--- src/rtl/bgc_pkg.sv ---
// Shared types and constants for the button gesture classifier.
// Holds ring sizing, register indexes, event kinds and the controller state type.
// No dependencies.
`timescale 1ns / 1ps

package bgc_pkg;

  localparam int unsigned RING_DEPTH = 8;
  localparam int unsigned PTR_W = $clog2(RING_DEPTH);
  localparam int unsigned IDX_W = $clog2(RING_DEPTH + 1);

  localparam int unsigned TS_W = 32;
  localparam int unsigned CFG_W = 16;
  localparam int unsigned KIND_W = 2;
  localparam int unsigned TAPS_W = 5;
  localparam int unsigned CFG_IDX_W = 2;
  localparam int unsigned IN_TDATA_W = 40;
  localparam int unsigned OUT_TDATA_W = 8;

  localparam logic [CFG_IDX_W-1:0] REG_LONG_PRESS = 2'd0;
  localparam logic [CFG_IDX_W-1:0] REG_GAP_MIN = 2'd1;
  localparam logic [CFG_IDX_W-1:0] REG_GAP_MAX = 2'd2;
  localparam logic [CFG_IDX_W-1:0] REG_PAUSE = 2'd3;

  localparam logic [CFG_W-1:0] RST_LONG_PRESS = 16'd1000;
  localparam logic [CFG_W-1:0] RST_GAP_MIN = 16'd50;
  localparam logic [CFG_W-1:0] RST_GAP_MAX = 16'd400;
  localparam logic [CFG_W-1:0] RST_PAUSE = 16'd500;

  localparam logic [KIND_W-1:0] KIND_SHORT = 2'd0;
  localparam logic [KIND_W-1:0] KIND_LONG = 2'd1;
  localparam logic [KIND_W-1:0] KIND_MULTI = 2'd2;

  localparam logic OP_EDGE = 1'b0;
  localparam logic OP_EVAL = 1'b1;
  localparam logic LVL_PRESSED = 1'b0;

  typedef enum logic [2:0] {
    S_IDLE,
    S_HEAD,
    S_DECIDE,
    S_WALK,
    S_FINISH
  } state_e;

  // Ring slot that lies off entries after pos; off stays below twice the depth.
  function automatic logic [PTR_W-1:0] ring_slot(logic [PTR_W-1:0] pos,
                                                 logic [IDX_W-1:0] off);
    logic [IDX_W:0] sum;
    sum = (IDX_W + 1)'(pos) + (IDX_W + 1)'(off);
    if (sum >= (IDX_W + 1)'(RING_DEPTH)) begin
      sum = sum - (IDX_W + 1)'(RING_DEPTH);
    end
    return sum[PTR_W-1:0];
  endfunction

endpackage

--- src/rtl/button_gesture_classifier_core.sv ---
// Button gesture classifier core: press and release rings in synchronous memories,
// a controller that evaluates short press, long press and multi-tap.
// Depends on bgc_pkg.
`timescale 1ns / 1ps

// Channel     | Direction | tdata (low bit up)                 | tuser
// s_axis      | in        | time_stamp[31:0], pin_level, pad   | op
// m_axis      | out       | tap_count[4:0], pad                | event_kind[1:0]
// cfg         | in        | cfg_wdata_i holds 16-bit register  | cfg_idx_i selects it
//
// An edge transfer is written to its ring in the cycle it is accepted.
// An evaluate transfer steps through S_HEAD and S_DECIDE, and on through S_WALK and S_FINISH
// when the press ring walk runs: the walk reads one press entry per cycle through the memory port.
// Reset clears the per-entry valid bits at once, so no clearing pass is needed.
// A detection waits while the output register is full; input is taken only when idle.

module button_gesture_classifier_core
  import bgc_pkg::*;
(
  input  logic                   clk_i,
  input  logic                   rst_ni,
  input  logic                   s_axis_tvalid,
  output logic                   s_axis_tready,
  input  logic [IN_TDATA_W-1:0]  s_axis_tdata,  // time_stamp[31:0], pin_level[32]
  input  logic                   s_axis_tuser,  // op
  output logic                   m_axis_tvalid,
  input  logic                   m_axis_tready,
  output logic [OUT_TDATA_W-1:0] m_axis_tdata,  // tap_count[4:0]
  output logic [KIND_W-1:0]      m_axis_tuser,  // event_kind[1:0]
  input  logic                   cfg_we_i,
  input  logic [CFG_IDX_W-1:0]   cfg_idx_i,
  input  logic [CFG_W-1:0]       cfg_wdata_i
);

  logic [CFG_W-1:0] long_press_q, gap_min_q, gap_max_q, pause_q;

  logic [TS_W-1:0] press_mem [RING_DEPTH];
  logic [TS_W-1:0] rel_mem [RING_DEPTH];
  logic [RING_DEPTH-1:0] press_vld_q, press_vld_d, rel_vld_q, rel_vld_d;
  logic [PTR_W-1:0] press_pos_q, press_pos_d, rel_pos_q, rel_pos_d;

  logic [PTR_W-1:0] press_raddr, rel_raddr;
  logic [TS_W-1:0] press_rd_q, rel_rd_q;
  logic press_rd_vld_q, rel_rd_vld_q;
  logic [TS_W-1:0] press_val, rel_val;

  state_e state_q, state_d;
  logic [TS_W-1:0] ts_q, since_press_q, since_rel_q, held_q, prev_q;
  logic p_nz_q, r_nz_q;
  logic [IDX_W-1:0] idx_q, idx_d;
  logic [TAPS_W-1:0] taps_q, taps_d;

  logic out_vld_q, out_vld_d;
  logic [KIND_W-1:0] out_kind_q;
  logic [TAPS_W-1:0] out_taps_q;

  logic in_xfer, edge_press, edge_rel;
  logic can_emit, emit_en, head_load;
  logic [KIND_W-1:0] emit_kind;
  logic is_long, is_short, do_walk, gap_hit;
  logic [TS_W-1:0] in_ts, gap;

  assign in_ts = s_axis_tdata[TS_W-1:0];
  assign in_xfer = s_axis_tvalid && s_axis_tready;
  assign edge_press = in_xfer && (s_axis_tuser == OP_EDGE) && (s_axis_tdata[TS_W] == LVL_PRESSED);
  assign edge_rel = in_xfer && (s_axis_tuser == OP_EDGE) && (s_axis_tdata[TS_W] != LVL_PRESSED);

  always_ff @(posedge clk_i or negedge rst_ni) begin
    if (!rst_ni) begin
      long_press_q <= RST_LONG_PRESS;
      gap_min_q <= RST_GAP_MIN;
      gap_max_q <= RST_GAP_MAX;
      pause_q <= RST_PAUSE;
    end else if (cfg_we_i) begin
      case (cfg_idx_i)
        REG_LONG_PRESS: long_press_q <= cfg_wdata_i;
        REG_GAP_MIN: gap_min_q <= cfg_wdata_i;
        REG_GAP_MAX: gap_max_q <= cfg_wdata_i;
        REG_PAUSE: pause_q <= cfg_wdata_i;
        default: ;
      endcase
    end
  end

  always_comb begin
    case (state_q)
      S_IDLE: press_raddr = ring_slot(press_pos_q, IDX_W'(RING_DEPTH - 1));
      S_WALK: press_raddr = ring_slot(press_pos_q, idx_q);
      default: press_raddr = ring_slot(press_pos_q, '0);
    endcase
    rel_raddr = ring_slot(rel_pos_q, IDX_W'(RING_DEPTH - 1));
  end

  always_ff @(posedge clk_i) begin
    if (edge_press) begin
      press_mem[press_pos_q] <= in_ts;
    end
    press_rd_q <= press_mem[press_raddr];
    press_rd_vld_q <= press_vld_q[press_raddr];
  end

  always_ff @(posedge clk_i) begin
    if (edge_rel) begin
      rel_mem[rel_pos_q] <= in_ts;
    end
    rel_rd_q <= rel_mem[rel_raddr];
    rel_rd_vld_q <= rel_vld_q[rel_raddr];
  end

  assign press_val = press_rd_vld_q ? press_rd_q : '0;
  assign rel_val = rel_rd_vld_q ? rel_rd_q : '0;

  assign can_emit = !out_vld_q || m_axis_tready;
  assign is_long = (since_press_q >= TS_W'(long_press_q)) && (since_rel_q > since_press_q);
  assign is_short = r_nz_q && (held_q > TS_W'(gap_max_q[CFG_W-1:1]))
                    && (held_q < TS_W'(long_press_q));
  assign do_walk = since_press_q >= TS_W'(pause_q);
  assign gap = press_val - prev_q;
  assign gap_hit = (idx_q >= IDX_W'(2)) && (gap >= TS_W'(gap_min_q))
                   && (gap <= TS_W'(gap_max_q));

  always_comb begin
    state_d = state_q;
    case (state_q)
      S_IDLE: begin
        if (in_xfer && (s_axis_tuser == OP_EVAL)) begin
          state_d = S_HEAD;
        end
      end
      S_HEAD: state_d = S_DECIDE;
      S_DECIDE: begin
        if (!p_nz_q) begin
          state_d = S_IDLE;
        end else if (is_long || is_short) begin
          if (can_emit) begin
            state_d = S_IDLE;
          end
        end else if (do_walk) begin
          state_d = S_WALK;
        end else begin
          state_d = S_IDLE;
        end
      end
      S_WALK: begin
        if (idx_q == IDX_W'(RING_DEPTH)) begin
          state_d = S_FINISH;
        end
      end
      S_FINISH: begin
        if (taps_q == '0 || can_emit) begin
          state_d = S_IDLE;
        end
      end
      default: state_d = S_IDLE;
    endcase
  end

  always_comb begin
    s_axis_tready = 1'b0;
    head_load = 1'b0;
    emit_en = 1'b0;
    emit_kind = KIND_SHORT;
    idx_d = idx_q;
    taps_d = taps_q;
    case (state_q)
      S_IDLE: s_axis_tready = 1'b1;
      S_HEAD: head_load = 1'b1;
      S_DECIDE: begin
        idx_d = IDX_W'(1);
        taps_d = '0;
        if (p_nz_q && is_long) begin
          emit_en = can_emit;
          emit_kind = KIND_LONG;
        end else if (p_nz_q && is_short) begin
          emit_en = can_emit;
          emit_kind = KIND_SHORT;
        end
      end
      S_WALK: begin
        idx_d = idx_q + IDX_W'(1);
        if (gap_hit) begin
          taps_d = taps_q + TAPS_W'(1);
        end
      end
      S_FINISH: begin
        emit_en = (taps_q != '0) && can_emit;
        emit_kind = KIND_MULTI;
      end
      default: ;
    endcase
  end

  always_comb begin
    press_vld_d = press_vld_q;
    rel_vld_d = rel_vld_q;
    press_pos_d = press_pos_q;
    rel_pos_d = rel_pos_q;
    if (edge_press) begin
      press_vld_d[press_pos_q] = 1'b1;
      press_pos_d = ring_slot(press_pos_q, IDX_W'(1));
    end
    if (edge_rel) begin
      rel_vld_d[rel_pos_q] = 1'b1;
      rel_pos_d = ring_slot(rel_pos_q, IDX_W'(1));
    end
    if (emit_en) begin
      press_vld_d = '0;
      rel_vld_d = '0;
    end
    out_vld_d = out_vld_q;
    if (m_axis_tready) begin
      out_vld_d = 1'b0;
    end
    if (emit_en) begin
      out_vld_d = 1'b1;
    end
  end

  always_ff @(posedge clk_i or negedge rst_ni) begin
    if (!rst_ni) begin
      state_q <= S_IDLE;
      press_vld_q <= '0;
      rel_vld_q <= '0;
      press_pos_q <= '0;
      rel_pos_q <= '0;
      out_vld_q <= 1'b0;
      idx_q <= '0;
      taps_q <= '0;
    end else begin
      state_q <= state_d;
      press_vld_q <= press_vld_d;
      rel_vld_q <= rel_vld_d;
      press_pos_q <= press_pos_d;
      rel_pos_q <= rel_pos_d;
      out_vld_q <= out_vld_d;
      idx_q <= idx_d;
      taps_q <= taps_d;
    end
  end

  always_ff @(posedge clk_i) begin
    if (in_xfer) begin
      ts_q <= in_ts;
    end
    if (head_load) begin
      since_press_q <= ts_q - press_val;
      since_rel_q <= ts_q - rel_val;
      held_q <= rel_val - press_val;
      p_nz_q <= press_val != '0;
      r_nz_q <= rel_val != '0;
    end
    if (state_q == S_WALK) begin
      prev_q <= press_val;
    end
    if (emit_en) begin
      out_kind_q <= emit_kind;
      out_taps_q <= (emit_kind == KIND_MULTI) ? taps_q : '0;
    end
  end

  assign m_axis_tvalid = out_vld_q;
  assign m_axis_tuser = out_kind_q;
  assign m_axis_tdata = OUT_TDATA_W'(out_taps_q);

  a_emit_clears_rings: assert property (@(posedge clk_i) disable iff (!rst_ni)
    $rose(m_axis_tvalid) |-> (press_vld_q == '0 && rel_vld_q == '0))
    else $error("rings not cleared on detection");

  a_taps_only_multi: assert property (@(posedge clk_i) disable iff (!rst_ni)
    (m_axis_tvalid && m_axis_tuser != KIND_MULTI) |-> (m_axis_tdata == '0))
    else $error("tap count on a non multi-tap event");

  a_walk_index: assert property (@(posedge clk_i) disable iff (!rst_ni)
    (state_q == S_WALK) |-> (idx_q >= IDX_W'(1) && idx_q <= IDX_W'(RING_DEPTH)))
    else $error("walk index out of range");

  a_emit_only_when_free: assert property (@(posedge clk_i) disable iff (!rst_ni)
    (m_axis_tvalid && !m_axis_tready) |=> ($stable(m_axis_tuser) && $stable(m_axis_tdata)))
    else $error("pending event overwritten");

endmodule

--- config.mk ---
export PLATFORM = sky130hd
export DESIGN_NAME = button_gesture_classifier_core
export DESIGN_NICKNAME = d
export VERILOG_FILES = /design/src/rtl/bgc_pkg.sv /design/src/rtl/button_gesture_classifier_core.sv
export SDC_FILE = /design/constraint.sdc
export NUM_CORES = 1
export LEC_CHECK = 0
export BUFFER_PORTS_ARGS = -buffer_cell sky130_fd_sc_hd__buf_2
export CORE_MARGIN = 5
export CORE_UTILIZATION = 50
export CTS_CLUSTER_DIAMETER = 150
export DETAILED_ROUTE_END_ITERATION = 16
export MAX_ROUTING_LAYER = met4
export PLACE_DENSITY = 0.69
export SYNTH_ARGS = -nofsm -noshare
export SYNTH_HDL_FRONTEND = slang
export SYNTH_SLANG_ARGS = --single-unit
--- constraint.sdc ---
create_clock -name clk_i -period 10.3 [get_ports clk_i]
set_input_delay 1.545 -clock clk_i [delete_from_list [all_inputs] [get_ports clk_i]]
set_output_delay 1.545 -clock clk_i [all_outputs]
set_load 0.02 [all_outputs]
==> run metrics, run 1 <==
status=complete, but fails checks; violated checks=max-capacitance violations; Async SR Flop Fraction=11.7%; routed wire length=90.6 mm; drt pass-1 iters=7; peak fanout along the critical path=46; Final setup viols=0; Slew Viols, Final=0; GR Util All Layers=21.7%; worst endpoint data arrival time=6.91 ns; Core ar.=79000 um^2; Core Rows=103; crit path time final=6.35 ns; Worst Clk Skew=0.0326 ns; Clock Sink Count=846; maximum clock insertion buffer count=3; fin util=56.5%; critical path type=flop to flop; Resized Gates After CTS=0; Leakage=17.1 nW; global-route wire length before repair=139 mm; Port Buf Inserts=65; CP required=10.86 ns; sequential area share after synthesis=60.9%; Final nets=3223; slowest cell on the critical path=or4b_4; EDFF count, synth=681; Post-Place Cells=3859; cts hold-fix bufs=0; worst slew pin tran=1.42 ns; pwr dens=296 nW/um^2; die width=292 um; crit start category=flop; DP Wirelength=62.0 mm; CP delay by family, top=compound AO/OA/AOI/OAI gates; post-synthesis simple-gate area fraction=6.36%; DR iter-0 viols=1754; worst-skew pair later-pin latency=0.65 ns; Num CTS Buffers=89; Yosys warning count=0; Synth Area in Adders=8.27%; fillcell total=6118; crit end category=flop; Post-CTS Setup Inserts=0; Layout area overhead=11.9%; vias in the first global route=24000; Final Hold Fails=0; Avg Cell Area, Syn=14.3 um^2; Via density=5.78; Final Cycle Share=61.6%; Synth Register Bits=846; HP Class=flop to flop; Initial Util=50.5%; combinational family with the most area after synthesis=multiplexers; largest net degree at the start of global routing=76; Synth Area in Compound Gates=7.84%; Synth cell types=89; critical path cell sequence=buf_4 -> nand2_1 -> inv_1 -> ha_1 -> a21oi_1 -> a21boi_0 -> a221oi_2 -> a221o_2 -> a21o_1 -> a21oi_1 -> xnor2_1 -> ha_1 -> o2111ai_1 -> a2111o_1 -> a311oi_1 -> o2111ai_1 -> a2111oi_2 -> nand4_1 -> a2111oi_4 -> nand4_4 -> or4b_4 -> o211ai_2; drc violations=0; I/O pins=76; fmax=0.157 GHz; wire per inst=22.5 um; xor/xnor share of the synthesized area=2.72%; vias=23300; setup_tns=0 ns; RSZ-0062 raised after global routing=no; Synth Cell Area=39900 um^2; relative slew slack=2.95%; peak supply drop=0.000231 V; Root Driver=clkbuf_16; layout cell share with drive strength beyond 1=18.4%; CP bufs+invs=2; Synth Instances=2781; CTS tree=built; Worst path max stage delay=0.56 ns; antenna-violating nets left=0; placer congestion estimate=0.920; Die Height=292 um; post-synthesis mux area share=10.8%; GRT overflow=0; die area=85500 um^2; H-tree levels=3; Final Instance Count excl. Fillers=4031; ys flop type=edfxtp_1; Worst-path clk slew=0.06 ns; MaxCap Viol Count=1; initial antenna violation count=6
[cells by family (layout without fill, tap and decap cells)]
family | count (synthesis) | in the layout
fa+ha+maj | 261 | 261
xor+xnor | 124 | 124
other cells | 1 | 7
compound gates | 469 | 469
mux | 252 | 252
flops | 846 | 846
buf+inv | 322 | 516
simple gates | 506 | 506
[registers in the layout, indices dropped and copies added (netlist names), 3 cells and up]
name	cells
gap_max_q	16
gap_min_q	16
held_q	32
idx_q	4
long_press_q	16
out_taps_q	5
pause_q	16
press_mem	256
press_pos_q	3
press_rd_q	32
press_vld_q	8
prev_q	32
rel_mem	256
rel_pos_q	3
rel_rd_q	32
rel_vld_q	8
since_press_q	32
since_rel_q	32
state_q	3
taps_q	5
ts_q	32
[routing by layer]
| metal | wire length (um) | global-route usage (%) |
|---|---|---|
| met5 | 0 | - |
| met3 | 5380 | 3.22 |
| met4 | 3160 | 7.39 |
| met1 | 38600 | 28.7 |
| met2 | 43500 | 34.8 |
[cells in the mapped netlist, types with 7 or more instances]
master    instances  share of area, %
edfxtp_1        681                51
ha_1            254               8.0
inv_1           251               2.4
nand2_1         152               1.4
mux4_2          132               7.5
mux2_2          116               3.3
a21oi_1         112               1.4
nor2_1          100              0.94
o21ai_0          97               1.2
a21o_1           91               1.7
xnor2_1          91               2.0
dfrtp_1          81               5.1
dfxtp_1          66               3.3
clkbuf_1         46              0.43
nand3_1          46              0.58
o21a_1           36              0.68
xor2_1           33              0.72
nand4_1          31              0.49
nor3_1           29              0.36
nor2b_1          26              0.41
nand2b_1         24              0.38
nor4_1           21              0.33
and2_1           20              0.31
dfstp_2          18               1.2
buf_1            14              0.13
o21bai_1         14              0.26
a211oi_1         12              0.23
a31oi_1          12              0.19
and3_1            9              0.14
nor3b_1           9              0.17
o31ai_1           9              0.17
or3_1             8              0.13
a21boi_0          7              0.13
[final cells by class]
| class | instances | area (um^2) | area share (%) |
|---|---|---|---|
| well taps | 1050 | 1310 | 2.94 |
| multi-input cells | 1615 | 14500 | 32.6 |
| clock buffers | 125 | 2510 | 5.62 |
| repair buffers | 96 | 561 | 1.26 |
| clock inverters | 43 | 470 | 1.05 |
| inverters | 252 | 946 | 2.12 |
| flip-flops and latches | 846 | 24300 | 54.4 |
| diodes | 4 | 10.0 | 0.0224 |
[metrics by stage]
stage               setup WS (ns)  area, um^2  power (mW)  hold slack, ns
finish                       3.95       44600        13.2           0.487
global route                 3.66       44600        14.0           0.505
CTS                          4.01       44600        13.3           0.493
detailed placement           4.05       41600        10.0           0.478
global placement             4.12       41600        9.90           0.467
floorplan                    1.84       39900        8.65           0.459
[final timing paths]
kind / start / endpoint / slack [ns] / cells after the start
hold / removal: press_vld_q[2] / press_vld_q[2] / 0.49 / 1
hold reg to reg: press_vld_q[2] / press_vld_q[2] / 0.49 / 1
setup / recovery: press_rd_vld_q / taps_q[0] / 3.95 / 22
min in group asynchronous: rst_ni / gap_min_q[6] / 0.93 / 1
max in group asynchronous: rst_ni / rel_pos_q[0] / 8.17 / 2
setup reg to reg: press_rd_vld_q / taps_q[0] / 3.95 / 22
[power by group]
part	total [mW]	leakage, nW	switching (mW)	internal, mW
Clock	3.20	1.44	1.33	1.87
Sequential	4.89	7.94	0.458	4.43
Combinational	5.09	7.71	2.68	2.41
[placed cells by master, fill, tap and decap left out, types with 14 or more instances in the layout]
| master | count |
|---|---|
| o21a_1 | 36 |
| dfstp_2 | 18 |
| dfrtp_1 | 80 |
| mux4_2 | 132 |
| buf_2 | 64 |
| nand3_1 | 46 |
| a21oi_1 | 112 |
| ha_1 | 253 |
| nor4_1 | 21 |
| nand2b_1 | 24 |
| and2_1 | 20 |
| xor2_1 | 32 |
| a21o_1 | 91 |
| inv_1 | 251 |
| clkbuf_16 | 92 |
| buf_4 | 32 |
| nor2_1 | 92 |
| dfxtp_1 | 66 |
| o21ai_0 | 97 |
| nand4_1 | 31 |
| xnor2_1 | 90 |
| nor3_1 | 23 |
| nand2_1 | 152 |
| clkinv_2 | 15 |
| mux2_2 | 116 |
| nor2b_1 | 26 |
| o21bai_1 | 14 |
| clkbuf_1 | 25 |
| edfxtp_1 | 681 |
Note: power is estimated with default switching activity, not from simulation.
==> run 2, diff against run 1 <==
--- a/config.mk
+++ b/config.mk
@@ -5,13 +5,14 @@
 export SDC_FILE = /design/constraint.sdc
 export NUM_CORES = 1
 export LEC_CHECK = 0
+export ABC_AREA = 1
 export BUFFER_PORTS_ARGS = -buffer_cell sky130_fd_sc_hd__buf_2
 export CORE_MARGIN = 5
 export CORE_UTILIZATION = 50
 export CTS_CLUSTER_DIAMETER = 150
 export DETAILED_ROUTE_END_ITERATION = 16
 export MAX_ROUTING_LAYER = met4
-export PLACE_DENSITY = 0.69
+export PLACE_DENSITY = 0.71
 export SYNTH_ARGS = -nofsm -noshare
 export SYNTH_HDL_FRONTEND = slang
 export SYNTH_SLANG_ARGS = --single-unit
==> constraint.sdc (replaced) <==
create_clock -name clk_i -period 5.2 [get_ports clk_i]
set_input_delay 0.78 -clock clk_i [delete_from_list [all_inputs] [get_ports clk_i]]
set_output_delay 0.78 -clock clk_i [all_outputs]
set_load 0.02 [all_outputs]
==> run 2 against run 1 <==
Compared with the run above:
- synthesized cell count grew 45%
- final area increased by 3.0%
- via count up 25%
- cell count up 30%
- utilization is 0.42 points lower
- the run now ends clean
- setup slack got worse by 3.1 ns
- global-route usage rose by 0.90 points
- critical endpoint is now taps_q[4]
- first-iteration DRC count increased by 41%
- highest routed layer unchanged
- sequential share of layout area decreased by 1.6 points
- largest power group unchanged
- clock-buffer cell count shrank 5
- largest cell class unchanged
- hold slack worse by 0.26 ns
- die area increased by 3.5%
==> run metrics, run 2 <==
critical path type=flop to flop (unchanged); Sw Share=43.8% (was 33.9%); DR iter-0 viols=2465 (was 1754); Avg Cell Area, Syn=10.3 um^2 (was 14.3 um^2); reg-to-reg startpoint=press_rd_vld_q (unchanged); Core ar.=82000 um^2 (was 79000 um^2); vias in the first global route=28200 (was 24000); crit end category=flop (unchanged); Slew Viols, Final=0 (unchanged); worst slew pin tran=1.25 ns (was 1.42 ns); DP Wirelength=69.9 mm (was 62.0 mm); sequential area share after synthesis=58.7% (was 60.9%); Initial Util=50.4% (was 50.5%); H-tree levels=3 (unchanged); Final setup viols=0 (unchanged); FF-to-FF End=taps_q[4] (was taps_q[0]); Layout area overhead=11.2% (was 11.9%); pwr dens=715 nW/um^2 (was 296 nW/um^2); most common cell after layout, fill and taps aside=edfxtp_1 (unchanged); Synth top area share=49.5% (was 51.3%); CP required=5.77 ns (was 10.86 ns); Clock Sink Count=846 (unchanged); Synth Cell Area=41300 um^2 (was 39900 um^2); sequential share of power=30.0% (was 37.1%); maximum clock insertion buffer count=3 (unchanged); Leakage=18.7 nW (was 17.1 nW); die width=298 um (was 292 um); cts hold-fix bufs=0 (unchanged); Final Cycle Share=83.9% (was 61.6%); crit start category=flop (unchanged); P_int=18.5 mW (was 8.72 mW); Yosys warning count=0 (unchanged); initial antenna violation count=1 (was 6); Final Hold Fails=0 (unchanged); R2R setup slack=0.84 ns (was 3.95 ns); Synth cell types=62 (was 89); HP Class=primary input to async pin (was flop to flop); antenna-violating nets left=0 (unchanged); Port Buf Inserts=65 (unchanged); fmax=0.229 GHz (was 0.157 GHz); Post-CTS Setup Inserts=0 (unchanged); global-route wire length before repair=155 mm (was 139 mm); setup_tns=0 ns (unchanged); vias=29100 (was 23300); Async SR Flop Fraction=11.7% (unchanged); worst-skew pair later-pin latency=0.66 ns (was 0.65 ns); Die Height=298 um (was 292 um); Synth Instances=4023 (was 2781); wire per inst=19.0 um (was 22.5 um); Post-synth top cells=edfxtp_1, nand2_1, nor2_1 (was edfxtp_1, ha_1, inv_1); Hold Worst Slack=0.222 ns (was 0.487 ns); Worst Clk Skew=0.0402 ns (was 0.0326 ns); placer congestion estimate=0.968 (was 0.920); peak fanout along the critical path=20 (was 46); ys flop type=edfxtp_1 (unchanged); Root Driver=clkbuf_16 (unchanged); drt pass-1 iters=5 (was 7); r2r worst-path depth=24 (was 22); GR Util All Layers=22.6% (was 21.7%); Num CTS Buffers=87 (was 89); I/O pins=76 (unchanged); drc violations=0 (unchanged); Psw=14.4 mW (was 4.47 mW); Largest regs=press_mem x256, rel_mem x256 (unchanged); layout cell share with drive strength beyond 1=7.83% (was 18.4%); CTS tree=built (unchanged); Resized Gates After CTS=0 (unchanged); Via density=5.56 (was 5.78); routed wire length=99.4 mm (was 90.6 mm); Combinational Power Share=50.4% (was 38.6%); top-count cell post-synth=edfxtp_1 (unchanged); die area=88500 um^2 (was 85500 um^2); dominant cell type by area after synthesis=edfxtp_1 (unchanged); EDFF count, synth=681 (unchanged); crit path time final=4.36 ns (was 6.35 ns); relative slew slack=16.5% (was 2.95%); MaxCap Viol Count=0 (was 1); Worst-path clk slew=0.06 ns (about the same); largest net degree at the start of global routing=102 (was 76); Core Rows=105 (was 103); peak supply drop=0.00106 V (was 0.000231 V); RSZ-0062 raised after global routing=no (unchanged); Area contributors post-synth=edfxtp_1, ha_1, nand2_1 (was edfxtp_1, ha_1, mux4_2); commonest non-fill, non-tap cells in the layout=edfxtp_1, nand2_1, nor2_1 (was edfxtp_1, ha_1, inv_1); crit path launch=press_rd_vld_q (unchanged); Final nets=4411 (was 3223); Clk network pwr share=19.7% (was 24.3%); Synth Register Bits=846 (unchanged); worst endpoint data arrival time=4.93 ns (was 6.91 ns); status=finished, final reports clean (was complete, but fails checks); GRT overflow=0 (unchanged); fillcell total=7015 (was 6118)
==> run 2: cells by family (layout without fill, tap and decap cells) <==
logic type,count (synthesis),after routing,synth area share [%]
AO/OA/AOI/OAI,894,894,12.2
XOR/XNOR,110,110,2.33
adder cells (fa/ha/maj),259,259,7.93
buffers and inverters,576,713,5.35
flip-flops,846,846,58.7
other,1,4,0.00907
AND/OR/NAND/NOR,1337,1337,13.4
==> run 2: layout make-up <==
cell class	instances	area, um^2	area share (%)
diodes	1	2.50	0.00544
clock inverters	43	627	1.36
well taps	1070	1340	2.91
clock buffers	120	2380	5.18
repair buffers	99	596	1.30
inverters	451	1690	3.69
flip-flops and latches	846	24300	52.8
multi-input cells	2603	15000	32.7
==> run 2: worst max-delay path, cell delays in order (launching register included) <==
cell     delay [ns]
dfxtp_1        0.61
buf_4          0.36
nand2_1        0.24
inv_1          0.13
ha_1           0.30
nand2_1        0.10
nand2_1        0.07
a21oi_1        0.25
nand2_1        0.09
a31oi_1        0.18
xnor2_1        0.20
ha_1           0.31
a21oi_1        0.13
o21ai_0        0.09
a21oi_1        0.12
nand2_1        0.06
nand2_1        0.05
nand2_1        0.05
a21oi_1        0.16
nand4_1        0.16
nor3_4         0.17
nand3_4        0.19
nand2_4        0.13
nand2_1        0.06
nand2_1        0.05
==> run 2: worst max path at each step <==
stage	slack [ns]	cells after the start	to
finish	0.84	24	taps_q[4]
global route	0.44	24	taps_q[4]
CTS	0.86	24	taps_q[1]
detailed placement	0.88	24	taps_q[4]
global placement	0.93	24	taps_q[1]
floorplan	1.44	27	taps_q[0]
==> run 2: power by group through the flow <==
stage               Clock (mW)  Combinational [mW]  Sequential (mW)
global route              6.84                18.6             9.94
finish                    6.46                16.5             9.84
floorplan                    0                12.1             9.55
CTS                       6.55                16.5             9.82
detailed placement           0                16.4             9.95
global placement             0                16.0             9.93
==> run 2: metrics by stage <==
step	setup slack, ns	std cells	area [um^2]	util [%]	power (mW)
after floorplan	1.44	4025	41300	-	21.6
after global placement	0.933	5069	42900	52.4	25.9
after detailed placement	0.880	5069	42900	52.4	26.3
after CTS	0.856	5232	46000	56.1	32.8
after global routing	0.436	5233	46000	56.1	35.4
final	0.839	5233	46000	56.1	32.8
==> run 2: layer usage <==
layer  GRT usage, %  wire, um  vias up
li1               -         -    14100
met5              -         0        -
met2           36.8     47300      827
met3           2.98      5450      196
met1           29.8     43400    14000
met4           7.16      3170        0
==> run 3, diff against run 2 <==
--- a/config.mk
+++ b/config.mk
@@ -5,14 +5,14 @@
 export SDC_FILE = /design/constraint.sdc
 export NUM_CORES = 1
 export LEC_CHECK = 0
-export ABC_AREA = 1
+export ABC_AREA = 0
 export BUFFER_PORTS_ARGS = -buffer_cell sky130_fd_sc_hd__buf_2
 export CORE_MARGIN = 5
 export CORE_UTILIZATION = 50
 export CTS_CLUSTER_DIAMETER = 150
 export DETAILED_ROUTE_END_ITERATION = 16
 export MAX_ROUTING_LAYER = met4
-export PLACE_DENSITY = 0.71
+export PLACE_DENSITY = 0.69
 export SYNTH_ARGS = -nofsm -noshare
 export SYNTH_HDL_FRONTEND = slang
 export SYNTH_SLANG_ARGS = --single-unit
==> constraint.sdc (replaced) <==
create_clock -name clk_i -period 4.47 [get_ports clk_i]
set_input_delay 0.6705 -clock clk_i [delete_from_list [all_inputs] [get_ports clk_i]]
set_output_delay 0.6705 -clock clk_i [all_outputs]
set_load 0.02 [all_outputs]
==> run 3 against run 2 <==
Compared with the run above:
- the run now ends with negative setup slack left
- combinational power shrank 22%
- hold slack got worse by 0.090 ns
- utilization rose by 2.3 points
- clock skew down 0.0083 ns
- sequential power increased by 14%
- register-to-register slack worse by 1.6 ns
- global-route usage up 0.34 points
- critical path depth fell by 2
- clock power increased by 20%
- total power down 2.9%
- critical endpoint is now taps_q[0]
==> run metrics, run 3 (synthesis results as in run 1) <==
Core ar.=79000 um^2 (was 82000 um^2); CP bufs+invs=3 (was 2); DR iter-0 viols=1827 (was 2465); Clock Sink Count=846 (unchanged); crit start category=flop (unchanged); Cell Area, Placed=42800 um^2 (was 42900 um^2); MaxCap Viol Count=0 (unchanged); worst slack, placed=-1.13 ns (was 0.880 ns); fillcell total=5979 (was 7015); Via density=5.77 (was 5.56); vias in the first global route=24900 (was 28200); pwr dens=692 nW/um^2 (was 715 nW/um^2); DP Wirelength=67.1 mm (was 69.9 mm); worst-skew pair later-pin latency=0.66 ns (about the same); commonest non-fill, non-tap cells in the layout=edfxtp_1, inv_1, ha_1 (was edfxtp_1, nand2_1, nor2_1); violated checks=negative setup slack; setup_tns=-3.18 ns (was 0 ns); Final Cycle Share=117% (was 83.9%); RSZ-0062 raised after global routing=yes (was no); I/O pins=76 (unchanged); Slew Viols, Final=0 (unchanged); crit end category=flop (unchanged); Worst-path clk slew=0.06 ns (about the same); critical path type=flop to flop (unchanged); maximum clock insertion buffer count=3 (unchanged); CTS tree=built (unchanged); status=complete, but fails checks (was finished, final reports clean); H-tree levels=3 (unchanged); HP Class=primary input to async pin (unchanged); worst slew pin tran=0.974 ns (was 1.25 ns); relative slew slack=35.0% (was 16.5%); CP required=5.04 ns (was 5.77 ns); Core Rows=103 (was 105); Worst Clk Skew=0.0319 ns (was 0.0402 ns); CP delay by family, top=compound AO/OA/AOI/OAI gates (was simple AND/OR/NAND/NOR gates); wire per inst=23.0 um (was 19.0 um); worst setup margin=-0.769 ns (was 0.839 ns); die width=292 um (was 298 um); global-route wire length before repair=147 mm (was 155 mm); Port Buf Inserts=65 (unchanged); most common cell after layout, fill and taps aside=edfxtp_1 (unchanged); layout cell share with drive strength beyond 1=22.6% (was 7.83%); Largest regs=press_mem x256, rel_mem x256 (unchanged); worst endpoint data arrival time=5.81 ns (was 4.93 ns); Layout area overhead=15.5% (was 11.2%); Final Hold Fails=0 (unchanged); largest net degree at the start of global routing=100 (was 102); vias=24000 (was 29100); peak supply drop=0.000700 V (was 0.00106 V); antenna-violating nets left=0 (unchanged); drt pass-1 iters=5 (unchanged); GR Util All Layers=22.9% (was 22.6%); Root Driver=clkbuf_16 (unchanged); drc violations=0 (unchanged); die area=85500 um^2 (was 88500 um^2); cts hold-fix bufs=0 (unchanged); Worst path max stage delay=0.55 ns (was 0.61 ns); Die Height=292 um (was 298 um); Final nets=3351 (was 4411); critical path cell sequence=nand2_4 -> ha_4 -> inv_2 -> fa_2 -> a21oi_2 -> maj3_2 -> a221oi_2 -> a221o_2 -> buf_4 -> a21oi_4 -> xnor2_2 -> buf_4 -> ha_1 -> nand4_1 -> or3_1 -> o31a_1 -> a2111oi_2 -> nand4_1 -> a2111oi_4 -> nand4_4 -> or4b_4 -> o211ai_2 (was buf_4 -> nand2_1 -> inv_1 -> ha_1 -> nand2_1 -> nand2_1 -> a21oi_1 -> nand2_1 -> a31oi_1 -> xnor2_1 -> ha_1 -> a21oi_1 -> o21ai_0 -> a21oi_1 -> nand2_1 -> nand2_1 -> nand2_1 -> a21oi_1 -> nand4_1 -> nor3_4 -> nand3_4 -> nand2_4 -> nand2_1 -> nand2_1); crit path time final=5.24 ns (was 4.36 ns); peak fanout along the critical path=7 (was 20); GRT overflow=0 (unchanged); Final setup viols=5 (was 0); Leakage=17.9 nW (was 18.7 nW); Initial Util=50.5% (was 50.4%); initial antenna violation count=4 (was 1); routed wire length=95.8 mm (was 99.4 mm); slowest cell on the critical path=or4b_4 (was dfxtp_1); fmax=0.191 GHz (was 0.229 GHz); Num CTS Buffers=89 (was 87); Hold Worst Slack=0.132 ns (was 0.222 ns); placer congestion estimate=0.935 (was 0.968); Final Instance Area=46100 um^2 (was 46000 um^2)
## run 3: changes by cell type in the layout (fill, tap and decap cells not counted), sizes merged, moves of 125 or more
cell	delta
inv	-198
o21ai	-316
nor2	-434
nand2	-444
buf	+125
mux4	+132
## run 3: final timing paths
check                               start              end  slack (ns)  cells after the start
setup / recovery           press_rd_vld_q        taps_q[0]       -0.77                     22
hold / removal                     rst_ni  long_press_q[2]        0.13                      1
setup reg to reg           press_rd_vld_q        taps_q[0]       -0.77                     22
hold reg to reg              rel_vld_q[1]     rel_vld_q[1]        0.49                      1
max in group asynchronous          rst_ni  long_press_q[9]        3.27                      2
min in group clk_i         cfg_wdata_i[1]  long_press_q[1]        0.28                      3
## run 3: repair_timing
item / in CTS / in global routing
setup endpoints to repair: 6 / 11
pin swaps: 23 / 1
gates resized for setup: 11 / 10
setup buffers: 2 / 2
## run 3: per-stage QoR
stage          util, %  power, mW  std cells
3_5_place_dp      54.2       24.2       3983
2_1_floorplan        -       19.9       2783
5_1_grt           58.3       33.7       4155
3_3_place_gp      54.2       23.9       3983
4_1_cts           58.2       32.0       4152
6_report          58.3       31.9       4155
## run 3: metal layers
layer | global-route usage, % | vias up | part of all wire, %
met3 | 3.04 | 154 | 5.2
li1 | - | 11000 | -
met1 | 31.5 | 12100 | 44
met5 | - | - | 0
met4 | 6.44 | 0 | 2.8
met2 | 36.6 | 686 | 48
## run 3: final cells by class
cell class / instances / area [um^2] / area share, %
sequential: 846 / 24300 / 52.7
multi-input combinational: 1615 / 14700 / 32.0
clock buffer: 133 / 2620 / 5.69
timing repair buffer: 224 / 1680 / 3.64
tap: 1050 / 1310 / 2.85
inverter: 252 / 946 / 2.05
clock inverter: 34 / 490 / 1.06
antenna: 1 / 2.50 / 0.00543
## run 3: where the power goes
part           switching [mW]  internal [mW]
clock network            3.14           4.57
logic                    6.82           6.12
registers                1.02           10.2
total                    11.0           20.9
